`config.mk`:
```
export PLATFORM = sky130hd
export DESIGN_NAME = gap_front
export DESIGN_NICKNAME = d
export VERILOG_FILES = /design/src/assert_macros.svh /design/src/gap_pkg.sv /design/src/gap_front.sv
export SDC_FILE = /design/constraint.sdc
export NUM_CORES = 1
export LEC_CHECK = 0
export ABC_AREA = 1
export BUFFER_PORTS_ARGS = -buffer_cell sky130_fd_sc_hd__buf_2
export CAP_MARGIN = 30
export CORE_ASPECT_RATIO = 0.75
export CORE_MARGIN = 2
export CORE_UTILIZATION = 40
export DETAILED_ROUTE_END_ITERATION = 8
export GPL_ROUTABILITY_DRIVEN = 0
export SLEW_MARGIN = 20
export SYNTH_ARGS = -nofsm -noshare
export SYNTH_HDL_FRONTEND = slang
export SYNTH_SLANG_ARGS = --single-unit
```
`constraint.sdc`:
```
create_clock -name i_clk -period 2.56 [get_ports i_clk]
set_clock_uncertainty 0.1 [all_clocks]
set_input_delay 0 -clock i_clk [delete_from_list [all_inputs] [get_ports i_clk]]
set_output_delay 0 -clock i_clk [all_outputs]
set_load 0.01 [all_outputs]
```
`src/assert_macros.svh`:
```
// Assertion macros for the global average pooling block.
// Included by files that carry concurrent assertions; no other dependencies.
`ifndef ASSERT_MACROS_SVH
`define ASSERT_MACROS_SVH

// Same-cycle implication, disabled while reset is low.
`define ASSERT_IMPLY(label, clk, rst_n, ante, cons, msg) \
    label: assert property (@(posedge clk) disable iff (!rst_n) (ante) |-> (cons)) \
        else $error(msg);

// Next-cycle implication, disabled while reset is low.
`define ASSERT_NEXT(label, clk, rst_n, ante, cons, msg) \
    label: assert property (@(posedge clk) disable iff (!rst_n) (ante) |=> (cons)) \
        else $error(msg);

`endif

```
`src/gap_pkg.sv`:
```
// Shared types and constants for the global average pooling block.
// No dependencies.
`default_nettype none

package gap_pkg;

    localparam int SEQ_LEN_W  = 11;
    localparam int FEAT_CNT_W = 9;
    localparam int RECIP_W    = 17;
    localparam int CFG_ADDR_W = 2;
    localparam int CFG_DATA_W = 17;
    localparam int IDX_OUT_W  = 8;
    localparam int FRAC_W     = 16;

    localparam logic [SEQ_LEN_W-1:0]  SEQ_LEN_RESET  = SEQ_LEN_W'(1);
    localparam logic [FEAT_CNT_W-1:0] FEAT_CNT_RESET = FEAT_CNT_W'(1);
    localparam logic [RECIP_W-1:0]    RECIP_RESET    = RECIP_W'(65536);

    typedef enum logic [CFG_ADDR_W-1:0] {
        REG_SEQ_LENGTH     = 2'd0,
        REG_FEATURE_COUNT  = 2'd1,
        REG_SEQ_RECIPROCAL = 2'd2
    } t_cfg_reg;

    typedef struct packed {
        logic last_row;
        logic last_feat;
    } t_gap_ctl;

endpackage

`default_nettype wire

```
`src/gap_front.sv`:
```
// Front end: feature and position counters, classifies each accepted item.
// Depends on gap_pkg.
`default_nettype none

module gap_front #(
    parameter int MAX_FEATURES = 256,
    parameter int MAX_SEQ      = 1024,
    parameter int FW           = 8,
    parameter int PW           = 10
) (
    input  wire logic                           i_clk,
    input  wire logic                           i_rst_n,
    input  wire logic [gap_pkg::SEQ_LEN_W-1:0]  i_seq_length,
    input  wire logic [gap_pkg::FEAT_CNT_W-1:0] i_feature_count,
    input  wire logic                           i_accept,
    output logic [FW-1:0]                       o_idx,
    output gap_pkg::t_gap_ctl                   o_ctl
);
    import gap_pkg::*;

    localparam int ES_W = (SEQ_LEN_W > PW + 1) ? SEQ_LEN_W : PW + 1;
    localparam int EF_W = (FEAT_CNT_W > FW + 1) ? FEAT_CNT_W : FW + 1;

    logic [FW-1:0]   r_feat_cnt, n_feat_cnt;
    logic [PW-1:0]   r_pos_cnt,  n_pos_cnt;
    logic [ES_W-1:0] w_seq_ext, w_eff_seq, w_pos_next;
    logic [EF_W-1:0] w_feat_ext, w_eff_feat, w_feat_next;

    always_comb begin
        w_seq_ext = ES_W'(i_seq_length);
        if (w_seq_ext == '0) begin
            w_eff_seq = ES_W'(1);
        end else if (w_seq_ext > ES_W'(MAX_SEQ)) begin
            w_eff_seq = ES_W'(MAX_SEQ);
        end else begin
            w_eff_seq = w_seq_ext;
        end

        w_feat_ext = EF_W'(i_feature_count);
        if (w_feat_ext == '0) begin
            w_eff_feat = EF_W'(1);
        end else if (w_feat_ext > EF_W'(MAX_FEATURES)) begin
            w_eff_feat = EF_W'(MAX_FEATURES);
        end else begin
            w_eff_feat = w_feat_ext;
        end

        w_pos_next  = ES_W'(r_pos_cnt) + ES_W'(1);
        w_feat_next = EF_W'(r_feat_cnt) + EF_W'(1);

        o_ctl.last_row  = (w_pos_next >= w_eff_seq);
        o_ctl.last_feat = (w_feat_next >= w_eff_feat);
        o_idx           = r_feat_cnt;

        n_feat_cnt = r_feat_cnt;
        n_pos_cnt  = r_pos_cnt;
        if (i_accept) begin
            if (o_ctl.last_feat) begin
                n_feat_cnt = '0;
                n_pos_cnt  = o_ctl.last_row ? '0 : PW'(w_pos_next);
            end else begin
                n_feat_cnt = FW'(w_feat_next);
            end
        end
    end

    always_ff @(posedge i_clk) begin
        if (!i_rst_n) begin
            r_feat_cnt <= '0;
            r_pos_cnt  <= '0;
        end else begin
            r_feat_cnt <= n_feat_cnt;
            r_pos_cnt  <= n_pos_cnt;
        end
    end

endmodule

`default_nettype wire

```
### Word-level counts from Yosys, hierarchy flattened

Index checks and enable logic that the tools add are counted.
W data, S select, Z words.

* register bits after elaboration: 18
* input port bits: 23
* output and inout bits: 10
* word-level logic and storage cells: 17

* $add $sub $neg: 2
* magnitude comparators: 4
* multiplexer cells: 6
* reductions and logical operators: 3

Operators by type and width (number)
* $mux W11: 2
* $mux W9: 2
* $add A10 B1 Y11 const B: 1
* $ge A11 B11 Y1: 1
* $gt A11 B11 Y1 const B: 1
* $logic_not A11 Y1: 1
* $mux W10: 1
* $add A8 B1 Y9 const B: 1
* $ge A9 B9 Y1: 1
* $gt A9 B9 Y1 const B: 1
* $logic_not A9 Y1: 1
* $mux W8: 1
* $reduce_and A2 Y1: 1

### Longest topological paths before layout

* depth after elaboration: 5
* mapped depth: 18
* depth with buffers taken out: 18

### Least setup slack after synthesis

OpenSTA, ideal clock, no wires.

* kind: flip-flop to flip-flop
* start: reg r_feat_cnt[0] (netlist: o_idx[0])
* end: reg r_pos_cnt[9]
* setup time: 110 ps
* arrival time: 2055 ps
* data required time: 2350 ps
* slack: 295 ps
* stages on the path, launching flop included: 15
* buffers on the path: 1
* period minus slack after synthesis: 2265 ps
* cell sequence: dfxtp_1 -> ha_1 -> nand3_1 -> nor2_1 -> nand2_1 -> xor2_1 -> ha_1 -> a21oi_1 -> o21a_1 -> nand2_2 -> nand2_2 -> buf_6 -> nand2_1 -> nand2_1 -> nor2_1

RTL lines
* from (decl): RTL line gap_front.sv:24 `logic [FW-1:0] r_feat_cnt, n_feat_cnt;`
* from (signal assigned): RTL line gap_front.sv:72 `r_feat_cnt <= n_feat_cnt;`
* to (signal assigned): RTL line gap_front.sv:73 `r_pos_cnt <= n_pos_cnt;`
* to (decl): RTL line gap_front.sv:25 `logic [PW-1:0] r_pos_cnt, n_pos_cnt;`

==> results.ini <==
[status]
outcome=complete, no violations

[routing]
drt-total-wl_um=4007
first_pass_iters=4
drt_iter0_markers=94
routedWlPerCell_um=10.14
ant_nets=0
drc=0
viasPerCell=4.529
via_count=1789

[sta]
finalMaxSlewViolations=0
fin_crit_ns=2.383
tightest_slew_ns=0.3280
setup_viol=0
fin_crit_sh_pct=93.08
maxSlewHeadroom_pct=78.11
setup_slack_ns=0.1772
finalHoldViolCount=0
fmax_mhz=419.7

[floorplanning]
fp.dieW_um=81.47
coreArea_sq_um=4388
ioPinCount=33
die-area_sq_um=5059
num_rows=21
start_util_pct=41.03
die_h_um=62.10

[setup_path]
timing.rr.start=r_pos_cnt[0]
critPathMaxFanout=4
critical_path_required_ns=2.46
startpoint_type=flop
path_class=reg2out
arrival_ns=2.28
reg2reg_slack_ns=0.19
cp-end-kind=output pin
setup.worst_path.start=r_pos_cnt[0]

[placed_design]
detailedPlace.worstSlack_ns=0.01871
postPlaceCellArea_sq_um=2001
portBuffers=32
hpwl_um=3227

[pwr]
p_clk_share_pct=24.2
netSwitchingFraction_pct=35.68
netSwitchingPower_mw=0.3349
p_comb_share_pct=40.1
p_int_mw=0.6036
power_density_nw_per_um2=420.7
power.leakage_nw=1.232
vdd_ir_drop_max_mv=0.2450
pwr-share-seq_pct=35.7

[grt]
grt_overflow=0
antenna_found_initial=0
grt_pass1_vias=1583
grt_pass1_wl_um=6948
grt.total_usage_pct=16.99
grt_max_degree=21

[synthesis]
yosys.area_share.simple_pct=44.20
synth.distinct_cells=25
synth.avg_cell_area_sq_um=5.982
synth_seq_cells=18
yosysWarnings=0
synth_nets=346
netlist.area_leader.share_pct=20.01
synth_area_leader_cell=dfxtp_1
yosysSeqAreaShare_pct=20.01
synth_top_family_by_area=simple AND/OR/NAND/NOR gates
synthTopCellsByArea=dfxtp_1 20%, nand2_1 19%, ha_1 15%
synth_compound_area_share_pct=5.142
synth_adder_area_share_pct=15.29
muxShareOfSynthArea_pct=0
syn_inst=301
synth_xor_area_share_pct=3.405
synthesis.area_sq_um=1800

[final_layout]
final_common_cell=nand2_1
ff_latch_area_sq_um=371.6
fin_nets=384
final_area_sq_um=2231
fillerInstances=466
mostFrequentLayoutCells=87 x nand2_1, 52 x nor2_1, 47 x inv_1
multi_input_area_sq_um=1324
num_antenna_cells=0
layout-drive-gt1-share_pct=23.96
syn2layout_area_growth_pct=23.91

[cts]
cts-root-buf=clkbuf_8
htreeDepth=1
cts.sinks=18
clkSlewWorstSetupHoldPaths_ns=0.06
clock_latency_ns=0.25
cts_buffers=3
cts_buffer_depth=2
tritoncts=built

[hold_path]
worstHoldStart=i_accept
hold_path.class=in2reg

[job]
drv_cap=0

==> routing by layer <==
layer	global-route usage (%)	routed length [um]	vias to the layer above
li1	-	-	1000
met1	27.09	2200	755
met2	23.36	1584	29
met3	3.198	196	5
met4	3.390	26	0
met5	0	0	-
==> logic make-up (layout without fill, tap and decap cells) <==
family,after synthesis,count (layout)
AO/OA/AOI/OAI,18,18
XOR/XNOR,7,7
adder cells (fa/ha/maj),22,22
buffers and inverters,52,89
flip-flops,18,18
AND/OR/NAND/NOR,184,184
==> power groups by stage <==
stage	Combinational (mW)	Clock (mW)	Sequential, mW
floorplan	0.241	0	0.340
detailed placement	0.329	0	0.339
global route	0.439	0.251	0.339
finish	0.376	0.227	0.335
global placement	0.326	0	0.340
CTS	0.335	0.237	0.333
==> path summary, 6_finish.rpt <==
check                           cells past startpoint      endpoint
worst max-delay path                               15      o_ctl[1]
worst min-delay path                                3      o_idx[2]
worst max register to register                     15  r_pos_cnt[4]
worst min register to register                      2      o_idx[1]
==> through the flow <==
step | total power [mW] | std cells | TNS, ns | hold WS (ns) | util (%)
after floorplan | 0.5809 | 301 | 0 | 0.07321 | -
after global placement | 0.6659 | 386 | 0 | 0.2603 | 45.59
after detailed placement | 0.6676 | 386 | 0 | 0.2590 | 45.59
after CTS | 0.9039 | 391 | -0.001640 | 0.02566 | 47.28
after global routing | 1.029 | 395 | -0.09990 | 0.06285 | 50.84
final | 0.9385 | 395 | 0 | 0.04438 | 50.84
==> layout make-up <==
class	instances	share of cell area [%]
Tap cell	57	3.197
Timing Repair Buffer	38	10.43
Clock buffer	4	2.468
Inverter	47	7.908
Sequential cell	18	16.66
Multi-Input combinational cell	231	59.34
==> worst max-delay path, stage by stage (launching register included) <==
cell     delay (ns)
dfxtp_4        0.36
ha_2           0.18
nand2_2        0.09
nor2_4         0.18
xor2_2         0.17
inv_1          0.06
ha_1           0.30
nand2_1        0.08
inv_1          0.04
nand2_1        0.05
nor2_1         0.04
nand2_1        0.09
nand2_4        0.08
nor2_2         0.11
inv_1          0.04
buf_2          0.13
==> synthesized netlist by cell type <==
master	count
o21a_1	1
o21ai_0	9
a21oi_1	8
clkbuf_1	1
inv_1	47
nor3_2	4
buf_2	1
buf_6	2
nand2_1	90
nor2_2	1
or2_1	1
xnor2_1	1
clkbuf_4	1
nand2_4	1
ha_1	22
or2_2	1
nand3_2	2
nor2_1	56
nand2_2	6
nor2_4	1
nor3_1	12
nand3_1	6
nand4_1	3
dfxtp_1	18
xor2_1	6
==> flip-flops by register name, summed over array words and instances (netlist names) <==
name,count
o_idx,8
r_pos_cnt,10
==> timing repair <==
action / 4_1_cts / 5_1_grt
pin swaps: 0 / 5
setup endpoints to repair: 2 / 19
hold buffers: 1 / 0
setup buffers: 0 / 4
resized for setup: 3 / 26
hold endpoints to repair: 10 / 0
Note: power is estimated with default switching activity, not from simulation.
