==> src/assert_macros.svh <==
// Assertion macros for the global average pooling block.
// Included by files that carry concurrent assertions; no other dependencies.
`ifndef ASSERT_MACROS_SVH
`define ASSERT_MACROS_SVH

// Same-cycle implication, disabled while reset is low.
`define ASSERT_IMPLY(label, clk, rst_n, ante, cons, msg) \
    label: assert property (@(posedge clk) disable iff (!rst_n) (ante) |-> (cons)) \
        else $error(msg);

// Next-cycle implication, disabled while reset is low.
`define ASSERT_NEXT(label, clk, rst_n, ante, cons, msg) \
    label: assert property (@(posedge clk) disable iff (!rst_n) (ante) |=> (cons)) \
        else $error(msg);

`endif

==> src/gap_fifo.sv <==
// Small synchronous queue of generic width, power-of-two depth.
// No package dependencies.
`default_nettype none

module gap_fifo #(
    parameter int WIDTH = 8,
    parameter int DEPTH = 4
) (
    input  wire logic             i_clk,
    input  wire logic             i_rst_n,
    input  wire logic             i_push,
    input  wire logic [WIDTH-1:0] i_data,
    output logic                  o_full,
    input  wire logic             i_pop,
    output logic [WIDTH-1:0]      o_data,
    output logic                  o_empty
);
    localparam int AW = (DEPTH > 1) ? $clog2(DEPTH) : 1;

    logic [WIDTH-1:0] r_mem [DEPTH];
    logic [AW-1:0]    r_wr_ptr, n_wr_ptr;
    logic [AW-1:0]    r_rd_ptr, n_rd_ptr;
    logic [AW:0]      r_count,  n_count;
    logic             w_do_push, w_do_pop;

    assign o_full    = (r_count == (AW+1)'(DEPTH));
    assign o_empty   = (r_count == '0);
    assign w_do_push = i_push && !o_full;
    assign w_do_pop  = i_pop && !o_empty;
    assign o_data    = r_mem[r_rd_ptr];

    always_comb begin
        n_wr_ptr = w_do_push ? r_wr_ptr + AW'(1) : r_wr_ptr;
        n_rd_ptr = w_do_pop  ? r_rd_ptr + AW'(1) : r_rd_ptr;
        n_count  = r_count;
        if (w_do_push && !w_do_pop) begin
            n_count = r_count + (AW+1)'(1);
        end else if (w_do_pop && !w_do_push) begin
            n_count = r_count - (AW+1)'(1);
        end
    end

    always_ff @(posedge i_clk) begin
        if (!i_rst_n) begin
            r_wr_ptr <= '0;
            r_rd_ptr <= '0;
            r_count  <= '0;
        end else begin
            r_wr_ptr <= n_wr_ptr;
            r_rd_ptr <= n_rd_ptr;
            r_count  <= n_count;
        end
    end

    always_ff @(posedge i_clk) begin
        if (w_do_push) begin
            r_mem[r_wr_ptr] <= i_data;
        end
    end

endmodule

`default_nettype wire

==> config.mk <==
export PLATFORM = sky130hd
export DESIGN_NAME = gap_fifo
export DESIGN_NICKNAME = d
export VERILOG_FILES = /design/src/assert_macros.svh /design/src/gap_fifo.sv
export SDC_FILE = /design/constraint.sdc
export NUM_CORES = 1
export LEC_CHECK = 0
export BUFFER_PORTS_ARGS = -buffer_cell sky130_fd_sc_hd__buf_2
export CAP_MARGIN = 20
export CORE_AREA = 2 2 54 61
export CTS_CLUSTER_DIAMETER = 150
export DETAILED_ROUTE_END_ITERATION = 7
export DIE_AREA = 0 0 56 63
export PLACE_DENSITY = 0.78
export SETUP_SLACK_MARGIN = 0.1
export SYNTH_ARGS = -nofsm -noshare
export SYNTH_HDL_FRONTEND = slang
export SYNTH_SLANG_ARGS = --single-unit
==> constraint.sdc <==
create_clock -name i_clk -period 6.3 [get_ports i_clk]
set_input_delay 0 -clock i_clk [delete_from_list [all_inputs] [get_ports i_clk]]
set_output_delay 0 -clock i_clk [all_outputs]
set_load 0.02 [all_outputs]
# --- Word level (Yosys, flattened, before mapping) ---
# Memory sizes are Yosys's and may differ from the RTL's. A register that Yosys moved wholly into a read port is not among the register bits.
# Index checks and enable logic that the tools add are counted.
op_classes:
  add_sub_neg: 4
  n_eq_ne: 1
  mux: 6
  reduce_logical: 10
ops:
  columns: ["operator", "count"]
  rows:
  - ["3-bit two-way mux", 2]
  - ["2-bit by 1-bit adder with 2-bit output, second input constant", 2]
  - ["1-bit logical AND", 4]
  - ["1-bit zero test", 4]
  - ["2-bit two-way mux", 2]
  - ["3-bit by 1-bit adder with 3-bit output, second input constant", 1]
  - ["3-bit == test, second input constant", 1]
  - ["3-bit zero test", 1]
  - ["3-bit by 1-bit subtractor with 3-bit output, second input constant", 1]
  - ["1-bit two-way mux", 2]
  - ["2-bit nonzero test", 1]
word_totals:
  reg_bits: 7
  mem_bits_rw: 32
  input_bits: 12
  output_inout_bits: 10
  elab_cells: 25
  memories: 1
mem_list:
  columns: ["name", "depth", "width", "read_ports", "rd_ports_with_merged_regs", "write_ports", "line", "source"]
  rows:
  - ["r_mem", 4, 8, 1, 1, 1, "gap_fifo.sv:20", "logic [WIDTH-1:0] r_mem [DEPTH];"]

# --- Longest topological paths before layout ---
# Gate-level depths: netlist (run 1).
depth:
  depth_word: 7
  mapped_depth: 9
  ltp_nobuf: 8

# --- Least setup slack after synthesis (run 1) ---
# No wires, ideal clock.
synth_timing:
  kind: "flip-flop to flip-flop"
  from: "register r_count[0]"
  to: "register r_count[2]"
  setup_ps: 70
  arrival_ps: 2000
  required_ps: 6230
  path_slack_ps: 4230
  stages_incl_launch_ff: 10
  path_buffers: 1
  period_less_slack_ps: 2070
  cell_sequence: "dfxtp_1 -> nor3b_2 -> nor2b_1 -> buf_6 -> ha_1 -> inv_1 -> fa_1 -> xor2_1 -> or3_1 -> a21boi_1"
synth_via:
  elab_chain_len: 6
  elab_cells_between_ends: 15
  cone_classes: "add/sub: 2; eq/ne: 1; mux: 2; reduce/logical: 10"
synth_lines:
  columns: ["element", "line", "source"]
  rows:
  - ["start, declared", "gap_fifo.sv:23", "logic [AW:0] r_count, n_count;"]
  - ["start signal, assigned", "gap_fifo.sv:51", "r_count <= n_count;"]
  - ["3-bit == test (*)", "gap_fifo.sv:26", "assign o_full = (r_count == (AW+1)'(DEPTH));"]
  - ["named net o_full", "gap_fifo.sv:13", "output logic o_full,"]
  - ["1-bit zero test (*)", "gap_fifo.sv:28", "assign w_do_push = i_push && !o_full;"]
  - ["1-bit logical AND (*)", "gap_fifo.sv:28", null]
  - ["named net w_do_push", "gap_fifo.sv:24", "logic w_do_push, w_do_pop;"]
  - ["1-bit zero test", "gap_fifo.sv:38", "end else if (w_do_pop && !w_do_push) begin"]
  - ["1-bit logical AND", "gap_fifo.sv:38", null]
  - ["2-bit nonzero test (no line)", null, null]
# The timed path passes the listed nets; every way through them passes the cells marked *. The select of a mux whose other input is x is not followed.
# A chain may end at the register's enable or synchronous reset.

# --- Final worst setup path (run 1) ---
layout_timing:
  from: "register r_count[0]"
  to: "register r_count[2]"
layout_via:
  elab_chain_len: 6
  elab_cells_between_ends: 15
  cone_classes: "add/sub: 2; eq/ne: 1; mux: 2; reduce/logical: 10"
layout_lines:
  columns: ["element"]
  rows:
  - ["branches (longest 6 deep; another with 3-bit by 1-bit subtractor with 3-bit output)"]
# Parallel ways; which one is timed is not known. The select of a mux whose other input is x is not followed.

==> results of run 1 <==
-- final timing paths --
path               startpoint           to  slack, ps
setup / recovery   r_count[0]   r_count[2]       3890
hold / removal          i_pop  r_rd_ptr[0]        110
setup reg to reg   r_count[0]   r_count[2]       3890
hold reg to reg   r_wr_ptr[1]  r_wr_ptr[1]        510
-- where the power goes --
part           switching (W)  total [W]  internal, W
Sequential         0.0000393   0.000372     0.000332
Clock              0.0000786   0.000161    0.0000826
Combinational       0.000104   0.000208     0.000104
-- synthesized netlist by cell type, drive strengths merged, types with 2 or more instances --
cell / count / area share
and2: 8 / 0.031
buf: 3 / 0.012
dfxtp: 9 / 0.11
edfxtp: 32 / 0.59
ha: 5 / 0.038
inv: 3 / 0.0069
mux2i: 3 / 0.018
mux4: 8 / 0.11
nand2: 4 / 0.0092
nor2b: 2 / 0.0076
xnor2: 3 / 0.016
-- area by class of cell --
| type | count | area (um^2) |
|---|---|---|
| Clock inverter | 2 | 33.8 |
| Fill cell | 211 | 1010 |
| Clock buffer | 6 | 41.3 |
| Tap cell | 34 | 42.5 |
| Multi-Input combinational cell | 42 | 463 |
| Inverter | 3 | 11.3 |
| Sequential cell | 41 | 1140 |
| Timing Repair Buffer | 30 | 195 |
-- critical path, stage by stage, from the launching register on --
cell and delay [ps]:
dfxtp_1 510, nor3b_2 100, nor2b_1 400, ha_1 270, inv_1 60, fa_1 370, xor2_1 160, or3_1 310
a21boi_1 170
-- per-stage QoR --
| stage | cells | util | cell area (um^2) |
|---|---|---|---|
| 2_1_floorplan | 90 | - | 1640 |
| 3_3_place_gp | 141 | 0.599 | 1760 |
| 3_5_place_dp | 141 | 0.599 | 1760 |
| 4_1_cts | 158 | 0.655 | 1930 |
| 5_1_grt | 158 | 0.655 | 1930 |
| 6_report | 158 | 0.655 | 1930 |
-- cell families after synthesis --
logic type / count (synthesis)
simple gates: 17
xor+xnor: 4
mux: 11
fa+ha+maj: 6
buf+inv: 7
flops: 41
compound gates: 4
-- registers in the layout, summed over array words and instances, names as in the netlist, named ones only --
name and count:
r_rd_ptr 2, r_count 3, r_wr_ptr 2, r_mem 32
-- routing by layer --
metal | track usage | wire length [um] | vias to the layer above
li1 | - | - | 404
met5 | 0 | 0 | -
met3 | 0.0373 | 96 | 8
met1 | 0.175 | 1090 | 404
met2 | 0.274 | 1190 | 22
met4 | 0.107 | 77 | 0
-- what timing repair did --
action                                 4_1_cts  5_1_grt
endpoints found under the hold margin       41        0
hold buffers                                 9        0
buffers inserted                             0        0
==> results.ini, run 1 <==
[route]
vias_per_cell=5.30
wl_per_cell_um=15.5
routed_wl_mm=2.45
drt-initial-drc-count=23
postRouteAntennaNets=0
drc=0
vias=838
firstDrtPassIters=4

[clock_tree]
insertion_delay_ps=350
cts_tree=yes
cts_buffers=5
clk_pin_slew_ps=120
ctsRootBufferMaster=clkbuf_4
cts_sinks=41
ctsResizeCount=0
h-tree-depth=2
clk_path_buf_depth=2

[die]
ios=22
fp.coreArea_mm2=0.00294
die_y_um=63
dieArea_mm2=0.00353
fp.dieW_um=56
rows=21
start_util=0.557

[timing]
drv_slew=0
fin_crit_ps=2410
setup_viol=0
fin_crit_sh=0.383
worst_pin_slew_ps=524
rsz0062_at_grt=false
skew_ps=16.6
tns_ps=0
fmax_ghz=0.414
holdWs_ps=106
relSlewSlack=0.650
layout_setup_ws_ps=3890
hold_viol=0

[logic_synthesis]
yosys_warnings=0
synth_enable_flop_cells=32
synth.mux.area_fraction=0.128
ys_seq_area_frac=0.696
synth_compound_area_frac=0.0206
synth-xor-area-share=0.0214
ys.flop_type=edfxtp_1
synth_seq_cells=41
syn_inst=90
synth_top_family_by_area=multiplexers
syn_nets=108
yosysUniqueCellTypes=23
yosys.area_share.simple=0.0618
postSynthAreaPerCell_um2=18.2
syn-cell-area_mm2=0.00164
synth-async-reset-ratio=0
yosys.area_share.adder=0.0504

[critical_path]
worst-path-max-fanout=7
worstRegToRegCells=8
crit_path_start_kind=register
critPathArrivalTime_ps=2700
endpoint_kind=register
required_ps=6580
crit_type=reg -> reg

[finish]
nets=141
drive_gt1_frac=0.298
mostFrequentLayoutCells=32 x edfxtp_1, 21 x buf_2, 9 x dfxtp_1, 9 x dlygate4sd3_1
area_growth_pct=17.6
final_common_cell=edfxtp_1
antennaDiodeCount=0

[power]
cellPowerDensity_mw_per_mm2=384
ir_worst_vdd_mv=0.231
finalPower_w=0.000741
leakagePower_nw=0.703

[place]
dp_hpwl_mm=1.64
gp_congestion=0.735
dp_slack_ps=3910
portBuffers=21

[global_route]
antenna_found_initial=0
overflow=0
track_usage=0.160
grt_pass1_vias=915
grt_pass1_wl_mm=4.11
grt_max_degree=13

[flow_run]
drv_cap=0

[run_status]
status=finished clean

[min_path]
whs_path_depth=4
hold_class=in -> reg

Power figures use the tool's default switching activity.
==> run 2, diff against run 1 <==
--- a/config.mk
+++ b/config.mk
@@ -7,11 +7,11 @@
 export LEC_CHECK = 0
 export BUFFER_PORTS_ARGS = -buffer_cell sky130_fd_sc_hd__buf_2
 export CAP_MARGIN = 20
-export CORE_AREA = 2 2 54 61
+export CORE_AREA = 2 2 56 63
 export CTS_CLUSTER_DIAMETER = 150
 export DETAILED_ROUTE_END_ITERATION = 7
-export DIE_AREA = 0 0 56 63
-export PLACE_DENSITY = 0.78
+export DIE_AREA = 0 0 58 65
+export PLACE_DENSITY = 0.74
 export SETUP_SLACK_MARGIN = 0.1
 export SYNTH_ARGS = -nofsm -noshare
 export SYNTH_HDL_FRONTEND = slang
==> constraint.sdc (replaced) <==
create_clock -name i_clk -period 2.4 [get_ports i_clk]
set_input_delay 0 -clock i_clk [delete_from_list [all_inputs] [get_ports i_clk]]
set_output_delay 0 -clock i_clk [all_outputs]
set_load 0.02 [all_outputs]
==> results.ini, run 2 (same netlist as run 1, synthesis figures left out) <==
[die]
start_util=0.513
fp.dieW_um=58
ios=22
rows=22
die_y_um=65
dieArea_mm2=0.00377
fp.coreArea_mm2=0.00319

[finish]
mostFrequentLayoutCells=32 x edfxtp_1, 21 x buf_2, 9 x dfxtp_1, 9 x dlygate4sd3_1
final_common_cell=edfxtp_1
ff_latch_area_mm2=0.00114
nets=142
reg_top3=r_mem x32, r_count x3
area_growth_pct=18.5
antennaDiodeCount=0
regMostFlops=r_mem
nFillCells=245
fin_area_mm2=0.00194
final_cells=161
drive_gt1_frac=0.312
multi_input_area_um2=463
largest_register_ffs=32

[route]
vias=848
postRouteAntennaNets=0
drc=0
drt-initial-drc-count=16
firstDrtPassIters=4
vias_per_cell=5.27
wl_per_cell_um=15.8
routed_wl_mm=2.55

[timing]
hold_viol=0
fmax_ghz=0.475
setup_viol=0
relSlewSlack=0.636
rsz0062_at_grt=false
skew_ps=6.15
fin_crit_ps=2100
tns_ps=0
fin_crit_sh=0.876
drv_slew=0
worst_pin_slew_ps=545

[min_path]
hold_class=in -> reg

[clock_tree]
insertion_delay_ps=350
cts_sinks=41
h-tree-depth=2
cts_tree=yes
ctsResizeCount=0
clk_path_buf_depth=2
cts_buffers=5
ctsRootBufferMaster=clkbuf_4
cts_hold_buffers=9
post-cts-setup-buffers=0
clk_pin_slew_ps=110

[run_status]
status=finished clean

[flow_run]
drv_cap=0

[critical_path]
worst-path-max-fanout=6
required_ps=2680
crit_path_start_kind=register
endpoint_kind=register
crit_type=reg -> reg
critPathArrivalTime_ps=2390

[power]
leakagePower_nw=0.712
cellPowerDensity_mw_per_mm2=1000
ir_worst_vdd_mv=0.696

[place]
dp_hpwl_mm=1.75
dp_cells=144
place_area_mm2=0.00177
portBuffers=21
gp_congestion=0.688

[global_route]
grt_pass1_vias=898
grt_max_degree=13
grt_pass1_wl_mm=4.15
overflow=0
track_usage=0.157
antenna_found_initial=0

==> run 2: worst max-delay path, cell delays in order, from the launching register on <==
cell and delay (ps):
dfxtp_1 400, o31ai_2 340, ha_1 250, inv_1 70
fa_1 370, xor2_1 160, or3_1 310, a21boi_1 140
==> run 2: worst paths after layout <==
kind	start	to	slack, ps	depth (start not counted)
max	r_count[1]	r_count[2]	300	7
max reg2reg	r_count[1]	r_count[2]	300	7
min	i_pop	register	100	4
min reg2reg	r_wr_ptr[1]	r_wr_ptr[1]	520	2
==> run 2: layer usage <==
layer	wire length, um	vias to the layer above	share of wire	GRT usage
met5	0	-	0	0
met4	65	0	0.025	0.0959
met3	94	5	0.037	0.0439
met2	1320	17	0.52	0.257
met1	1070	423	0.42	0.182
li1	-	403	-	-
==> run 2: report_power, final <==
group	switching, W	internal, W
combinational	0.000278	0.000276
clock	0.000211	0.000207
sequential	0.000104	0.000872
==> run 2: per-stage QoR <==
stage	hold slack, ps	power [W]	setup WS (ps)	util
2_1_floorplan	98.9	0.00139	330	-
3_3_place_gp	210	0.00152	419	0.555
3_5_place_dp	220	0.00154	324	0.555
4_1_cts	82.0	0.00197	292	0.609
5_1_grt	119	0.00205	139	0.609
6_report	103	0.00195	297	0.609
==> run 2: cell type report <==
type                       count  share of cell area
timing repair buffer          31               0.104
sequential                    41               0.587
tap                           36              0.0232
clock buffer                   8              0.0412
inverter                       3             0.00580
multi-input combinational     42               0.238
